File: src/design/ucer_pkg.sv
`default_nettype none

package ucer_pkg;

    // Configuration register indexes (byte address is four times the index).
    localparam int unsigned APB_ADDR_W = 5;
    localparam int unsigned APB_DATA_W = 32;
    localparam logic [2:0] REG_MAX_PACKET  = 3'd0;
    localparam logic [2:0] REG_DEVICE_LEN  = 3'd1;
    localparam logic [2:0] REG_CONFIG_LEN  = 3'd2;
    localparam logic [2:0] REG_REPORT_LEN  = 3'd3;
    localparam logic [2:0] REG_LANG_LEN    = 3'd4;
    localparam logic [2:0] REG_VENDOR_LEN  = 3'd5;
    localparam logic [2:0] REG_PRODUCT_LEN = 3'd6;
    localparam logic [2:0] REG_SERIAL_LEN  = 3'd7;

    // Register reset values.
    localparam logic [1:0] RST_MAX_PACKET  = 2'd1;
    localparam logic [7:0] RST_DEVICE_LEN  = 8'd18;
    localparam logic [7:0] RST_CONFIG_LEN  = 8'd34;
    localparam logic [7:0] RST_REPORT_LEN  = 8'd52;
    localparam logic [7:0] RST_LANG_LEN    = 8'd4;
    localparam logic [7:0] RST_VENDOR_LEN  = 8'd94;
    localparam logic [7:0] RST_PRODUCT_LEN = 8'd26;
    localparam logic [7:0] RST_SERIAL_LEN  = 8'd22;

    // Event codes on the request channel.
    localparam logic [1:0] FUNC_SETUP     = 2'd0;
    localparam logic [1:0] FUNC_IN_DONE   = 2'd1;
    localparam logic [1:0] FUNC_BUS_RESET = 2'd2;

    // Response actions.
    localparam logic [1:0] ACT_IN_PACKET   = 2'd0;
    localparam logic [1:0] ACT_SET_ADDRESS = 2'd1;
    localparam logic [1:0] ACT_SET_CONFIG  = 2'd2;

    // Descriptor sources.
    localparam logic [2:0] SRC_DEVICE  = 3'd0;
    localparam logic [2:0] SRC_CONFIG  = 3'd1;
    localparam logic [2:0] SRC_LANG    = 3'd2;
    localparam logic [2:0] SRC_VENDOR  = 3'd3;
    localparam logic [2:0] SRC_PRODUCT = 3'd4;
    localparam logic [2:0] SRC_SERIAL  = 3'd5;
    localparam logic [2:0] SRC_REPORT  = 3'd6;
    localparam logic [2:0] SRC_NONE    = 3'd7;

    // Setup packet decoding.
    localparam int unsigned DIR_IN_BIT = 7;
    localparam logic [1:0] KIND_STANDARD = 2'd0;
    localparam logic [1:0] KIND_CLASS    = 2'd1;
    localparam logic [7:0] REQ_SET_ADDRESS = 8'h05;
    localparam logic [7:0] REQ_READ_DESC   = 8'h06;
    localparam logic [7:0] REQ_SET_CONFIG  = 8'h09;
    localparam logic [7:0] REQ_SET_IDLE    = 8'h0A;
    localparam logic [7:0] DT_DEVICE = 8'h01;
    localparam logic [7:0] DT_CONFIG = 8'h02;
    localparam logic [7:0] DT_STRING = 8'h03;
    localparam logic [7:0] DT_REPORT = 8'h22;
    localparam logic [7:0] STR_LANG    = 8'd0;
    localparam logic [7:0] STR_VENDOR  = 8'd1;
    localparam logic [7:0] STR_PRODUCT = 8'd2;
    localparam logic [7:0] STR_SERIAL  = 8'd3;

    localparam int unsigned QUEUE_DEPTH_DEF = 4;

    typedef struct packed {
        logic [1:0]  func;
        logic [7:0]  request_type;
        logic [7:0]  request_code;
        logic [15:0] request_value;
        logic [15:0] request_length;
    } req_t;

    typedef struct packed {
        logic [1:0] action;
        logic [2:0] source;
        logic [7:0] offset;
        logic [6:0] count;
        logic [7:0] argument;
        logic       last;
    } rsp_t;

    typedef struct packed {
        logic [1:0] max_packet_code;
        logic [7:0] device_len;
        logic [7:0] config_len;
        logic [7:0] report_len;
        logic [7:0] lang_len;
        logic [7:0] vendor_str_len;
        logic [7:0] product_str_len;
        logic [7:0] serial_str_len;
    } cfg_t;

    // One queued job: a single response, or a command followed by a status packet.
    typedef struct packed {
        logic       two;
        logic [1:0] action;
        logic [2:0] source;
        logic [7:0] offset;
        logic [6:0] count;
        logic [7:0] argument;
    } job_t;

endpackage

`default_nettype wire

File: src/design/ucer_regs.sv
`default_nettype none

module ucer_regs import ucer_pkg::*;
(
    input  wire logic                  clk,
    input  wire logic                  rst_n,
    input  wire logic                  psel,
    input  wire logic                  penable,
    input  wire logic                  pwrite,
    input  wire logic [APB_ADDR_W-1:0] paddr,
    input  wire logic [APB_DATA_W-1:0] pwdata,
    output logic      [APB_DATA_W-1:0] prdata,
    output logic                       pready,
    output cfg_t                       cfg
);

    cfg_t       cfg_reg;
    cfg_t       cfg_next;
    logic       wr_en;
    logic [2:0] idx;

    assign pready = 1'b1;
    assign wr_en  = psel && penable && pwrite;
    assign idx    = paddr[4:2];
    assign cfg    = cfg_reg;

    always_comb
    begin
        cfg_next = cfg_reg;
        if (wr_en)
        begin
            case (idx)
                REG_MAX_PACKET:  cfg_next.max_packet_code = pwdata[1:0];
                REG_DEVICE_LEN:  cfg_next.device_len      = pwdata[7:0];
                REG_CONFIG_LEN:  cfg_next.config_len      = pwdata[7:0];
                REG_REPORT_LEN:  cfg_next.report_len      = pwdata[7:0];
                REG_LANG_LEN:    cfg_next.lang_len        = pwdata[7:0];
                REG_VENDOR_LEN:  cfg_next.vendor_str_len  = pwdata[7:0];
                REG_PRODUCT_LEN: cfg_next.product_str_len = pwdata[7:0];
                REG_SERIAL_LEN:  cfg_next.serial_str_len  = pwdata[7:0];
                default:         cfg_next = cfg_reg;
            endcase
        end
    end

    always_comb
    begin
        case (idx)
            REG_MAX_PACKET:  prdata = {{(APB_DATA_W-2){1'b0}}, cfg_reg.max_packet_code};
            REG_DEVICE_LEN:  prdata = {{(APB_DATA_W-8){1'b0}}, cfg_reg.device_len};
            REG_CONFIG_LEN:  prdata = {{(APB_DATA_W-8){1'b0}}, cfg_reg.config_len};
            REG_REPORT_LEN:  prdata = {{(APB_DATA_W-8){1'b0}}, cfg_reg.report_len};
            REG_LANG_LEN:    prdata = {{(APB_DATA_W-8){1'b0}}, cfg_reg.lang_len};
            REG_VENDOR_LEN:  prdata = {{(APB_DATA_W-8){1'b0}}, cfg_reg.vendor_str_len};
            REG_PRODUCT_LEN: prdata = {{(APB_DATA_W-8){1'b0}}, cfg_reg.product_str_len};
            REG_SERIAL_LEN:  prdata = {{(APB_DATA_W-8){1'b0}}, cfg_reg.serial_str_len};
            default:         prdata = '0;
        endcase
    end

    always_ff @(posedge clk or negedge rst_n)
    begin
        if (!rst_n)
        begin
            cfg_reg.max_packet_code <= RST_MAX_PACKET;
            cfg_reg.device_len      <= RST_DEVICE_LEN;
            cfg_reg.config_len      <= RST_CONFIG_LEN;
            cfg_reg.report_len      <= RST_REPORT_LEN;
            cfg_reg.lang_len        <= RST_LANG_LEN;
            cfg_reg.vendor_str_len  <= RST_VENDOR_LEN;
            cfg_reg.product_str_len <= RST_PRODUCT_LEN;
            cfg_reg.serial_str_len  <= RST_SERIAL_LEN;
        end
        else
        begin
            cfg_reg <= cfg_next;
        end
    end

endmodule

`default_nettype wire

File: config.mk
export PLATFORM = sky130hd
export DESIGN_NAME = ucer_regs
export DESIGN_NICKNAME = d
export VERILOG_FILES = /design/src/design/ucer_pkg.sv /design/src/design/ucer_regs.sv
export SDC_FILE = /design/constraint.sdc
export NUM_CORES = 1
export LEC_CHECK = 0
export BUFFER_PORTS_ARGS = -buffer_cell sky130_fd_sc_hd__buf_2
export CORE_ASPECT_RATIO = 0.9
export CORE_MARGIN = 5
export CORE_UTILIZATION = 50
export CTS_CLUSTER_SIZE = 14
export DETAILED_ROUTE_END_ITERATION = 16
export PLACE_DENSITY = 0.84
export SYNTH_ARGS = -nofsm -noshare
export SYNTH_HDL_FRONTEND = slang
export SYNTH_SLANG_ARGS = --single-unit
File: constraint.sdc
create_clock -name clk -period 2.8 [get_ports clk]
set_input_delay 0.14 -clock clk [delete_from_list [all_inputs] [get_ports clk]]
set_output_delay 0.14 -clock clk [all_outputs]
set_load 0.03 [all_outputs]
==> reports/metrics.cfg <==
[hold_path]
hold_class = input pin to register

[yosys]
syn_area_sq_mm = 0.00297
ys_seq_area_share_pct = 49.6
ys_types = 32
syn_area_per_cell_sq_um = 13.9
synth-seq-cells = 58
syn-instance-count = 214
yosys_warnings = 0

[finish]
largest_reg_flops = 58
antennaDiodeCount = 0
nFillCells = 460
finalNetCount = 343
area_growth_pct = 18.1
drive_above_1_share_pct = 65.7

[cts]
cts_setup_buffers = 0
clk_path_buf_depth = 2
cts_resized = 0
clk_pin_slew_ps = 60
numCtsBuffers = 9
cts_root_buf = clkbuf_8
cts_sinks = 58
cts_tree = yes
insertion_delay_ps = 340
htreeDepth = 3

[grt]
grt_pass1_vias = 2070
grt_max_degree = 26
antenna_found_initial = 0
globalRouteOverflowTotal = 0
grt_pass1_wl_microns = 11200
track_usage_pct = 18.8

[timing]
max_freq_mhz = 551
hold_viol_final = 0
fin_worst_skew_ps = 0
grt_setup_unrepaired = no
final.min_clock_period_ps = 1810
max_slew_margin_pct = 56.9
setup_viol = 0
tightest_slew_ps = 646
timing.setup.tns_ps = 0
final-max-slew-violation-count = 0
period_share_pct = 64.8

[pwr]
clock_power_share_pct = 23.7
p_seq_share_pct = 41.7
swShare_pct = 38.2
netSwitchingPower_w = 0.00107
ir_drop_mv = 0.499
p_per_area_mw_per_mm2 = 796
p_total_w = 0.00280
p_int_w = 0.00173
leakagePower_nw = 1.72
p_comb_share_pct = 34.7

[floorplan]
die_w_microns = 91.3
ios = 133
start_util_pct = 51.9
coreArea_sq_mm = 0.00573
die_y_microns = 83.2
fp-row-count = 26
die_area_sq_mm = 0.00759

[route]
drt_wl_total_microns = 6860
num_vias = 1999
firstDrtPassIters = 4
wl_per_cell_microns = 18.3
ant_nets = 0
first_iter_violations = 84
vias_per_cell = 5.32
drc = 0

[critical_path]
required_ps = 2660
crit_fanout = 3
critPathArrivalTime_ps = 1670
critPathCaptureType = primary output
worst-setup-path-type = register to primary output
start_kind = register

[run_status]
status = complete, no violations

[placement]
gp_congestion = 0.772
io_buffer_count = 81
dp_hpwl_microns = 4820

[run]
cap_viol_max_count = 0

[kinds of logic after synthesis]
logic type	synth area share [%]
mux	32.2
flops	49.6
buf+inv	7.99
simple gates	6.18
compound gates	3.70
other cells	0.253
[metal layers]
layer | part of all wire, % | GRT usage (%)
met3 | 7.7 | 6.15
met4 | 1.7 | 6.00
met1 | 43 | 25.5
met5 | 0 | 0
met2 | 47 | 28.7
[final cells by class]
class | instances | area (sq um) | share of cell area, %
Tap cell | 70 | 87.6 | 2.49
Timing Repair Buffer | 85 | 438 | 12.5
Sequential cell | 58 | 1480 | 42.0
Inverter | 1 | 3.75 | 0.107
Multi-Input combinational cell | 146 | 1350 | 38.3
Clock inverter | 1 | 5.00 | 0.142
Clock buffer | 15 | 156 | 4.45
[what timing repair did]
action / in CTS / in global routing
hold buffers: 1 / 0
endpoints found under the setup margin: 0 / 0
hold endpoints to repair: 13 / 0
[stage by stage]
stage / worst slack, ps / util [%] / hold slack [ps] / instances / instance area (sq um)
floorplan: 1270 / - / -156 / 237 / 3060
global placement: 964 / 58.4 / 51.4 / 359 / 3340
detailed placement: 919 / 58.4 / 59.4 / 359 / 3340
CTS: 970 / 61.4 / 106 / 376 / 3510
global route: 943 / 61.4 / 113 / 376 / 3510
finish: 985 / 61.4 / 118 / 376 / 3510
[worst max-delay path, cell delays in order (launching register included)]
cell	delay, ps
dfrtp_1	400
mux4_2	480
mux2_2	280
buf_2	180
[final timing paths]
check                          start   endpoint  slack [ps]  cells after the start
setup / recovery             cfg[32]  prdata[0]         990                      3
hold / removal             pwdata[5]    cfg[13]         120                      2
setup reg to reg             cfg[47]    cfg[47]        2010                      1
max in group asynchronous      rst_n    cfg[26]        1880                      3
hold reg to reg              cfg[38]    cfg[38]         520                      1
min in group asynchronous      rst_n    cfg[55]         220                      2
[Yosys cell counts (all sizes together)]
cell type	instances	area, sq um
o22ai	3	18.8
inv	1	3.75
mux2i	5	50.1
nand3	3	15.0
dfstp	20	526
dfrtp	38	951
clkbuf	1	3.75
o2111ai	1	8.76
nand2	4	17.5
o221a	1	11.3
nand4	1	12.5
nand4b	1	23.8
nor3	1	16.3
a221oi	3	26.3
o211ai	1	7.51
a211o	2	17.5
mux2	72	818
buf	31	230
or3	1	11.3
conb	2	7.51
mux4	4	90.1
nand2b	2	12.5
a21oi	4	20.0
nor2b	2	12.5
nor2	10	62.6
[power groups by stage]
stage	sequential (W)	combinational [W]	clock, W
2_1_floorplan	0.00150	0.000391	0
3_3_place_gp	0.00117	0.000963	0
3_5_place_dp	0.00118	0.000975	0
4_1_cts	0.00117	0.000980	0.000672
5_1_grt	0.00119	0.00103	0.000713
6_report	0.00117	0.000970	0.000662
[cell usage in the layout, fill, tap and decap left out, types with 3 or more instances in the layout]
cell	n
buf_2	81
nand2_1	3
nor2_1	4
clkbuf_8	10
clkbuf_1	5
mux2i_1	5
nor2_2	4
dfrtp_1	38
conb_1	25
a221oi_1	3
nand3_1	3
a21oi_1	4
mux4_2	4
dfstp_2	20
buf_4	3
mux2_2	68
o22ai_1	3
Power figures use the tool's default switching activity.
