[config.mk]
export PLATFORM = sky130hd
export DESIGN_NAME = ucer_fifo
export DESIGN_NICKNAME = d
export VERILOG_FILES = /design/src/design/ucer_pkg.sv /design/src/design/ucer_fifo.sv
export SDC_FILE = /design/constraint.sdc
export NUM_CORES = 1
export LEC_CHECK = 0
export BUFFER_PORTS_ARGS = -buffer_cell sky130_fd_sc_hd__buf_2
export CAP_MARGIN = 25
export CELL_PAD_IN_SITES_DETAIL_PLACEMENT = 1
export CELL_PAD_IN_SITES_GLOBAL_PLACEMENT = 1
export CORE_MARGIN = 2
export CORE_UTILIZATION = 45
export CTS_CLUSTER_SIZE = 16
export DETAILED_ROUTE_END_ITERATION = 6
export PLACE_DENSITY = 0.74
export SLEW_MARGIN = 20
export SYNTH_ARGS = -nofsm -noshare
export SYNTH_HDL_FRONTEND = slang
export SYNTH_SLANG_ARGS = --single-unit
[constraint.sdc]
create_clock -name clk -period 5.2 [get_ports clk]
set_input_delay 1.56 -clock clk [delete_from_list [all_inputs] [get_ports clk]]
set_output_delay 1.56 -clock clk [all_outputs]
set_load 0.01 [all_outputs]
[src/design/ucer_pkg.sv]
`default_nettype none

package ucer_pkg;

    // Configuration register indexes (byte address is four times the index).
    localparam int unsigned APB_ADDR_W = 5;
    localparam int unsigned APB_DATA_W = 32;
    localparam logic [2:0] REG_MAX_PACKET  = 3'd0;
    localparam logic [2:0] REG_DEVICE_LEN  = 3'd1;
    localparam logic [2:0] REG_CONFIG_LEN  = 3'd2;
    localparam logic [2:0] REG_REPORT_LEN  = 3'd3;
    localparam logic [2:0] REG_LANG_LEN    = 3'd4;
    localparam logic [2:0] REG_VENDOR_LEN  = 3'd5;
    localparam logic [2:0] REG_PRODUCT_LEN = 3'd6;
    localparam logic [2:0] REG_SERIAL_LEN  = 3'd7;

    // Register reset values.
    localparam logic [1:0] RST_MAX_PACKET  = 2'd1;
    localparam logic [7:0] RST_DEVICE_LEN  = 8'd18;
    localparam logic [7:0] RST_CONFIG_LEN  = 8'd34;
    localparam logic [7:0] RST_REPORT_LEN  = 8'd52;
    localparam logic [7:0] RST_LANG_LEN    = 8'd4;
    localparam logic [7:0] RST_VENDOR_LEN  = 8'd94;
    localparam logic [7:0] RST_PRODUCT_LEN = 8'd26;
    localparam logic [7:0] RST_SERIAL_LEN  = 8'd22;

    // Event codes on the request channel.
    localparam logic [1:0] FUNC_SETUP     = 2'd0;
    localparam logic [1:0] FUNC_IN_DONE   = 2'd1;
    localparam logic [1:0] FUNC_BUS_RESET = 2'd2;

    // Response actions.
    localparam logic [1:0] ACT_IN_PACKET   = 2'd0;
    localparam logic [1:0] ACT_SET_ADDRESS = 2'd1;
    localparam logic [1:0] ACT_SET_CONFIG  = 2'd2;

    // Descriptor sources.
    localparam logic [2:0] SRC_DEVICE  = 3'd0;
    localparam logic [2:0] SRC_CONFIG  = 3'd1;
    localparam logic [2:0] SRC_LANG    = 3'd2;
    localparam logic [2:0] SRC_VENDOR  = 3'd3;
    localparam logic [2:0] SRC_PRODUCT = 3'd4;
    localparam logic [2:0] SRC_SERIAL  = 3'd5;
    localparam logic [2:0] SRC_REPORT  = 3'd6;
    localparam logic [2:0] SRC_NONE    = 3'd7;

    // Setup packet decoding.
    localparam int unsigned DIR_IN_BIT = 7;
    localparam logic [1:0] KIND_STANDARD = 2'd0;
    localparam logic [1:0] KIND_CLASS    = 2'd1;
    localparam logic [7:0] REQ_SET_ADDRESS = 8'h05;
    localparam logic [7:0] REQ_READ_DESC   = 8'h06;
    localparam logic [7:0] REQ_SET_CONFIG  = 8'h09;
    localparam logic [7:0] REQ_SET_IDLE    = 8'h0A;
    localparam logic [7:0] DT_DEVICE = 8'h01;
    localparam logic [7:0] DT_CONFIG = 8'h02;
    localparam logic [7:0] DT_STRING = 8'h03;
    localparam logic [7:0] DT_REPORT = 8'h22;
    localparam logic [7:0] STR_LANG    = 8'd0;
    localparam logic [7:0] STR_VENDOR  = 8'd1;
    localparam logic [7:0] STR_PRODUCT = 8'd2;
    localparam logic [7:0] STR_SERIAL  = 8'd3;

    localparam int unsigned QUEUE_DEPTH_DEF = 4;

    typedef struct packed {
        logic [1:0]  func;
        logic [7:0]  request_type;
        logic [7:0]  request_code;
        logic [15:0] request_value;
        logic [15:0] request_length;
    } req_t;

    typedef struct packed {
        logic [1:0] action;
        logic [2:0] source;
        logic [7:0] offset;
        logic [6:0] count;
        logic [7:0] argument;
        logic       last;
    } rsp_t;

    typedef struct packed {
        logic [1:0] max_packet_code;
        logic [7:0] device_len;
        logic [7:0] config_len;
        logic [7:0] report_len;
        logic [7:0] lang_len;
        logic [7:0] vendor_str_len;
        logic [7:0] product_str_len;
        logic [7:0] serial_str_len;
    } cfg_t;

    // One queued job: a single response, or a command followed by a status packet.
    typedef struct packed {
        logic       two;
        logic [1:0] action;
        logic [2:0] source;
        logic [7:0] offset;
        logic [6:0] count;
        logic [7:0] argument;
    } job_t;

endpackage

`default_nettype wire

[src/design/ucer_fifo.sv]
`default_nettype none

module ucer_fifo import ucer_pkg::*;
#(
    parameter int unsigned DEPTH = QUEUE_DEPTH_DEF
)
(
    input  wire logic clk,
    input  wire logic rst_n,
    input  wire logic push,
    input  job_t      push_job,
    input  wire logic pop,
    output job_t      head,
    output logic      empty,
    output logic      full
);

    localparam int unsigned PTR_W = (DEPTH > 1) ? $clog2(DEPTH) : 1;
    localparam int unsigned CNT_W = $clog2(DEPTH + 1);

    job_t             mem_reg [DEPTH];
    logic [PTR_W-1:0] wr_ptr_reg;
    logic [PTR_W-1:0] wr_ptr_next;
    logic [PTR_W-1:0] rd_ptr_reg;
    logic [PTR_W-1:0] rd_ptr_next;
    logic [CNT_W-1:0] fill_reg;
    logic [CNT_W-1:0] fill_next;
    logic             do_push;
    logic             do_pop;

    assign empty   = (fill_reg == '0);
    assign full    = (fill_reg == CNT_W'(DEPTH));
    assign do_push = push && !full;
    assign do_pop  = pop && !empty;
    assign head    = mem_reg[rd_ptr_reg];

    always_comb
    begin
        wr_ptr_next = wr_ptr_reg;
        rd_ptr_next = rd_ptr_reg;
        fill_next   = fill_reg;
        if (do_push)
        begin
            wr_ptr_next = (wr_ptr_reg == PTR_W'(DEPTH - 1)) ? '0 : wr_ptr_reg + 1'b1;
        end
        if (do_pop)
        begin
            rd_ptr_next = (rd_ptr_reg == PTR_W'(DEPTH - 1)) ? '0 : rd_ptr_reg + 1'b1;
        end
        if (do_push && !do_pop)
        begin
            fill_next = fill_reg + 1'b1;
        end
        else if (do_pop && !do_push)
        begin
            fill_next = fill_reg - 1'b1;
        end
    end

    always_ff @(posedge clk)
    begin
        if (do_push)
        begin
            mem_reg[wr_ptr_reg] <= push_job;
        end
    end

    always_ff @(posedge clk or negedge rst_n)
    begin
        if (!rst_n)
        begin
            wr_ptr_reg <= '0;
            rd_ptr_reg <= '0;
            fill_reg   <= '0;
        end
        else
        begin
            wr_ptr_reg <= wr_ptr_next;
            rd_ptr_reg <= rd_ptr_next;
            fill_reg   <= fill_next;
        end
    end

endmodule

`default_nettype wire

==> results of run 1 <==
==> power by group <==
part           total [W]  internal, W  switching [W]
registers        0.00143      0.00132       0.000116
clock network    0.00115     0.000766       0.000381
logic           0.000875     0.000435       0.000441
total            0.00346      0.00252       0.000938
==> worst max path at each step <==
stage                        from            end  slack (ps)  cells past startpoint
floorplan                    push  mem_reg[3][0]        1940                      2
global placement    rd_ptr_reg[0]       head[18]        1720                      2
detailed placement  rd_ptr_reg[0]       head[18]        1950                      3
CTS                 rd_ptr_reg[0]       head[18]        1390                      3
global route        rd_ptr_reg[0]       head[18]        1330                      3
finish              rd_ptr_reg[0]       head[18]        1470                      3
==> placed cells by master (no fill, tap or decap) <==
cell type	count
xnor2_1	1
nor3_1	2
bufinv_16	4
fa_1	1
clkbuf_1	3
ha_1	6
clkbuf_16	16
nor2_1	2
o31ai_2	1
clkinvlp_4	1
and2_2	3
nor3b_4	1
edfxtp_1	116
clkinv_2	3
clkbuf_8	1
mux2_4	2
nand2_1	1
nor2_4	1
mux2_1	2
mux4_2	29
buf_4	1
clkinv_1	2
inv_1	3
a21o_1	1
buf_2	63
dfrtp_2	1
dfrtp_1	6
xor2_1	2
nor2b_4	1
buf_12	1
==> metrics by stage <==
step	std cells	total power, W	instance area [um2]
2_1_floorplan	188	0.00202	4630
3_3_place_gp	382	0.00231	5100
3_5_place_dp	383	0.00235	5120
4_1_cts	413	0.00352	5690
5_1_grt	413	0.00363	5690
6_report	413	0.00346	5690
==> layer usage <==
metal,vias up,wire length [um],global-route usage [%]
met1,1080,3310,19.0
met3,8,303,4.51
met4,0,95,7.71
li1,945,-,-
met2,45,4300,27.1
met5,-,0,0
==> worst max-delay path, delay by kind of cell (launching register included) <==
family | cells | cell delay [ps]
DFF | 1 | 690
muxes | 1 | 550
buffers and inverters | 2 | 420
==> area by class of cell <==
cell class | count | area (um2) | share of cell area, %
flip-flops and latches | 123 | 3660 | 64.3
well taps | 136 | 170 | 2.99
clock buffers | 20 | 425 | 7.47
repair buffers | 65 | 343 | 6.02
multi-input cells | 56 | 935 | 16.4
clock inverters | 10 | 150 | 2.64
inverters | 3 | 11.3 | 0.198
==> cells by family (layout without fill, tap and decap cells) <==
logic type                 count (synthesis)  after routing  synth area share [%]
and+or+nand+nor                           11             11                  1.65
muxes                                     33             33                  15.2
adders and majority gates                  7              7                  2.05
buffers and inverters                      9             98                  1.00
AOI/OAI and AO/OA                          2              2                 0.433
xor gates and xnor gates                   3              3                 0.568
DFF                                      123            123                  79.0
==> impl_metrics.tcl, run 1 <==
set metrics [dict create \
    outcome "finished, final reports clean" \
    drc 0 \
    gp_congestion 0.651 \
    end_kind "output pin" \
    pin_count 64 \
    rr_endpoint "fill_reg[2]" \
    synth-main-ff-cell "edfxtp_1" \
    cts_root_buf "clkbuf_8" \
    dieArea_mm2 0.0111 \
    crit_path_max_incr_delay_ps 690 \
    syn_to_final_growth_pct 23.0 \
    synth_area_leaders "edfxtp_1, mux4_2, dfrtp_1" \
    grt_overflow 0 \
    synth_top_area_share_pct 75.3 \
    syn-num-nets 228 \
    peakVddDrop_mv 0.288 \
    slew_headroom_pct 36.0 \
    track_usage_pct 16.0 \
    setup_ws_ps 1470 \
    r2r_cells 7 \
    final.min_clock_period_ps 3730 \
    die_h_um 105 \
    rsz0062_at_grt "false" \
    die_w_um 105 \
    hold_class "flip-flop to flip-flop" \
    largest_reg_flops 116 \
    drt_iter0_markers 89 \
    synth_commonest_cells "edfxtp_1, mux4_2, dfrtp_1, ha_1" \
    synthArstFlopShare_pct 5.69 \
    nets 306 \
    hold_start "fill_reg[2]" \
    reg2reg_from "fill_reg[0]" \
    slew_viol_final 0 \
    antenna_cells 0 \
    critPathKind "flip-flop to output pin" \
    synth.most_common_cell "edfxtp_1" \
    crit_required_ps 3640 \
    antenna_found_initial 0 \
    clock-sinks 123 \
    p_leak_nw 2.02 \
    dp_hpwl_um 4750 \
    tightest_slew_ps 957 \
    regToRegSetupSlack_ps 3020 \
    min_delay_path_depth 1 \
    post_drt_via_cell_ratio 5.03 \
    htree_levels 4 \
    io_buffers 63 \
    dr.pass1.iters 4 \
    max_freq_ghz 0.268 \
    slowest_stage "dfrtp_2" \
    core_area_mm2 0.0101 \
    netlist_area_mm2 0.00463 \
    clock_latency_ps 500 \
    cts_resized 0 \
    finalHoldViolations 0 \
    maxCapViolCount 0 \
    rows 37 \
    numCtsBuffers 17 \
    setup_viol 0 \
    setup_tns_ps 0 \
    grt_max_degree 30 \
    hold_path_end "fill_reg[2]" \
    powerDensity_mw_per_mm2 607 \
    hold_buffers 0 \
    ant_nets 0 \
    post-place-ws_ps 1950 \
    wire_per_inst_um 19.4 \
    dr_total_vias 2078 \
    synth_top_cell_by_area "edfxtp_1" \
    cts_tree "yes" \
    wl_um 8010 \
    floorplan.initialDensity_pct 45.6 \
    drive_gt1_share_pct 46.6 \
    fin_util_pct 56.2 \
    finalCritPeriodShare_pct 71.8 \
    post_cts_buffers 0 \
    critPathLaunchType "flip-flop" \
    fillCellCount 868 \
    worstPathArrival_ps 2170 \
    synth_edf_count 116 \
    grt_pass1_vias 2349 \
    grt_pass1_wl_um 12800 \
    seq_area_frac_synth_pct 79.0 \
    syn_avg_cell_area_um2 24.6 \
    synth-seq-cells 123 \
    worst_clock_skew_ps 8.73 \
    cts_buffer_depth 2 \
    cts.clk_slew.worst_paths_ps 60 \
    path_cells "buf_12 > mux4_2 > buf_2" \
    netlist_instances 188 \
    whs_ps 583 \
    ys_types 21 \
    yosys_warnings 0 \
    crit_fanout 17 \
]
Note: power is estimated with default switching activity, not from simulation.
==> run 2, diff against run 1 <==
--- a/config.mk
+++ b/config.mk
@@ -13,7 +13,7 @@
 export CORE_UTILIZATION = 45
 export CTS_CLUSTER_SIZE = 16
 export DETAILED_ROUTE_END_ITERATION = 6
-export PLACE_DENSITY = 0.74
+export PLACE_DENSITY = 0.77
 export SLEW_MARGIN = 20
 export SYNTH_ARGS = -nofsm -noshare
 export SYNTH_HDL_FRONTEND = slang
==> constraint.sdc (replaced) <==
create_clock -name clk -period 3.2 [get_ports clk]
set_input_delay 0.96 -clock clk [delete_from_list [all_inputs] [get_ports clk]]
set_output_delay 0.96 -clock clk [all_outputs]
set_load 0.01 [all_outputs]
==> run 2 against run 1 <==
  * Power increased by 61%
  * Sequential power increased by 58%
  * Die area unchanged
  * First-iteration DRC count increased by 10%
  * Critical path type unchanged
  * Highest routed layer unchanged
  * Design area increased by 0.53%
  * Setup slack got worse by 1200 ps
  * Sequential share of layout area decreased by 0.34 points
==> impl_metrics.tcl, run 2 (same netlist as run 1, synthesis figures left out) <==
set metrics [dict create \
    crit_fanout 17 \
    finalHoldViolations 0 \
    core_area_mm2 0.0101 \
    cts.clk_slew.worst_paths_ps 60 \
    grt_use_met1_pct 20.7 \
    grt_pass1_wl_um 13400 \
    wl_um 8330 \
    numCtsBuffers 17 \
    grt_max_degree 30 \
    p_leak_nw 2.04 \
    floorplan.initialDensity_pct 45.6 \
    grt_pass1_vias 2394 \
    track_usage_pct 16.8 \
    dr_total_vias 2152 \
    hold_buffers 0 \
    post_cts_buffers 0 \
    grt_overflow 0 \
    critPathLaunchType "flip-flop" \
    worst_clock_skew_ps 6.29 \
    io_buffers 63 \
    cts_tree "yes" \
    drt_iter0_markers 98 \
    drive_gt1_share_pct 48.8 \
    cts_root_buf "clkbuf_8" \
    antenna_cells 0 \
    rsz0062_at_grt "false" \
    layout_commonest_cell "edfxtp_1" \
    maxCapViolCount 0 \
    fin_util_pct 56.5 \
    p_total_w 0.00555 \
    dieArea_mm2 0.0111 \
    final.min_clock_period_ps 2910 \
    dr.pass1.iters 4 \
    clock_latency_ps 510 \
    ant_nets 0 \
    pin_count 64 \
    outcome "finished, final reports clean" \
    syn_to_final_growth_pct 23.7 \
    powerDensity_mw_per_mm2 969 \
    top_usage_layer "met2" \
    path_cells "buf_4 > mux4_2 > buf_2" \
    slew_viol_final 0 \
    worstPathArrival_ps 1950 \
    setup_viol 0 \
    finalCritPeriodShare_pct 91.0 \
    peakVddDrop_mv 0.472 \
    cts_resized 0 \
    end_kind "output pin" \
    wire_per_inst_um 19.8 \
    slew_headroom_pct 70.7 \
    critPathKind "flip-flop to output pin" \
    cts_buffer_depth 2 \
    dp_cells 389 \
    crit_path_max_incr_delay_ps 580 \
    path_buf_inv 2 \
    setup_tns_ps 0 \
    hold_class "primary input to async pin" \
    die_h_um 105 \
    antenna_found_initial 0 \
    drc 0 \
    nets 312 \
    dp_hpwl_um 5270 \
    slowest_stage "mux4_2" \
    htree_levels 4 \
    use_met3_pct 6.80 \
    max_freq_ghz 0.344 \
    clock-sinks 123 \
    die_w_um 105 \
    post_drt_via_cell_ratio 5.11 \
    met2_usage_pct 27.1 \
    largest_reg_flops 116 \
    mostFrequentLayoutCells "edfxtp_1, buf_2, mux4_2" \
    instances_no_fill 421 \
    rows 37 \
    crit_required_ps 2240 \
    gp_congestion 0.685 \
    path_delay_family "multiplexers" \
    tightest_slew_ps 440 \
]
## run 2: worst paths after layout
| path | from | endpoint | slack [ps] | cells after the start |
|---|---|---|---|---|
| max | rd_ptr_reg[0] | head[11] | 290 | 3 |
| min | rst_n | wr_ptr_reg[1] | 280 | 1 |
| max reg2reg | fill_reg[0] | fill_reg[2] | 1060 | 7 |
| min reg2reg | fill_reg[2] | fill_reg[2] | 550 | 1 |
| max in group asynchronous | rst_n | rd_ptr_reg[0] | 2740 | 1 |
| min in group clk | fill_reg[2] | fill_reg[2] | 550 | 1 |
## run 2: area by class of cell
class	instances	area, um2
sequential	123	3660
clock inverter	14	130
multi-input combinational	56	935
fill	900	4410
clock buffer	18	418
timing repair buffer	71	400
inverter	3	11.3
tap	136	170
## run 2: power by group
| part | leakage, nW | internal [W] | switching (W) |
|---|---|---|---|
| logic | 0.625 | 0.000738 | 0.000794 |
| registers | 1.14 | 0.00214 | 0.000127 |
| clock network | 0.269 | 0.00109 | 0.000661 |
## run 2: through the flow
| step | cell area (um2) | hold slack, ps | setup WS [ps] |
|---|---|---|---|
| 6_report | 5720 | 278 | 289 |
| 5_1_grt | 5720 | 253 | 188 |
| 4_1_cts | 5720 | 261 | 243 |
| 3_5_place_dp | 5180 | 537 | 786 |
| 3_3_place_gp | 5180 | 539 | 819 |
| 2_1_floorplan | 4630 | 501 | 542 |
## run 2: worst reg2reg max path, delay by kind of cell, from the launching register on
kind | cells | cell delay [ps]
fa+ha+maj | 2 | 630
flops | 1 | 480
compound gates | 1 | 470
xor+xnor | 2 | 320
simple gates | 1 | 110
buf+inv | 1 | 60
## run 2: per-layer routing
layer / wire length [um] / share of wire [%]
met5: 0 / 0
met4: 104 / 1.2
met3: 375 / 4.5
met2: 4300 / 52
met1: 3550 / 43
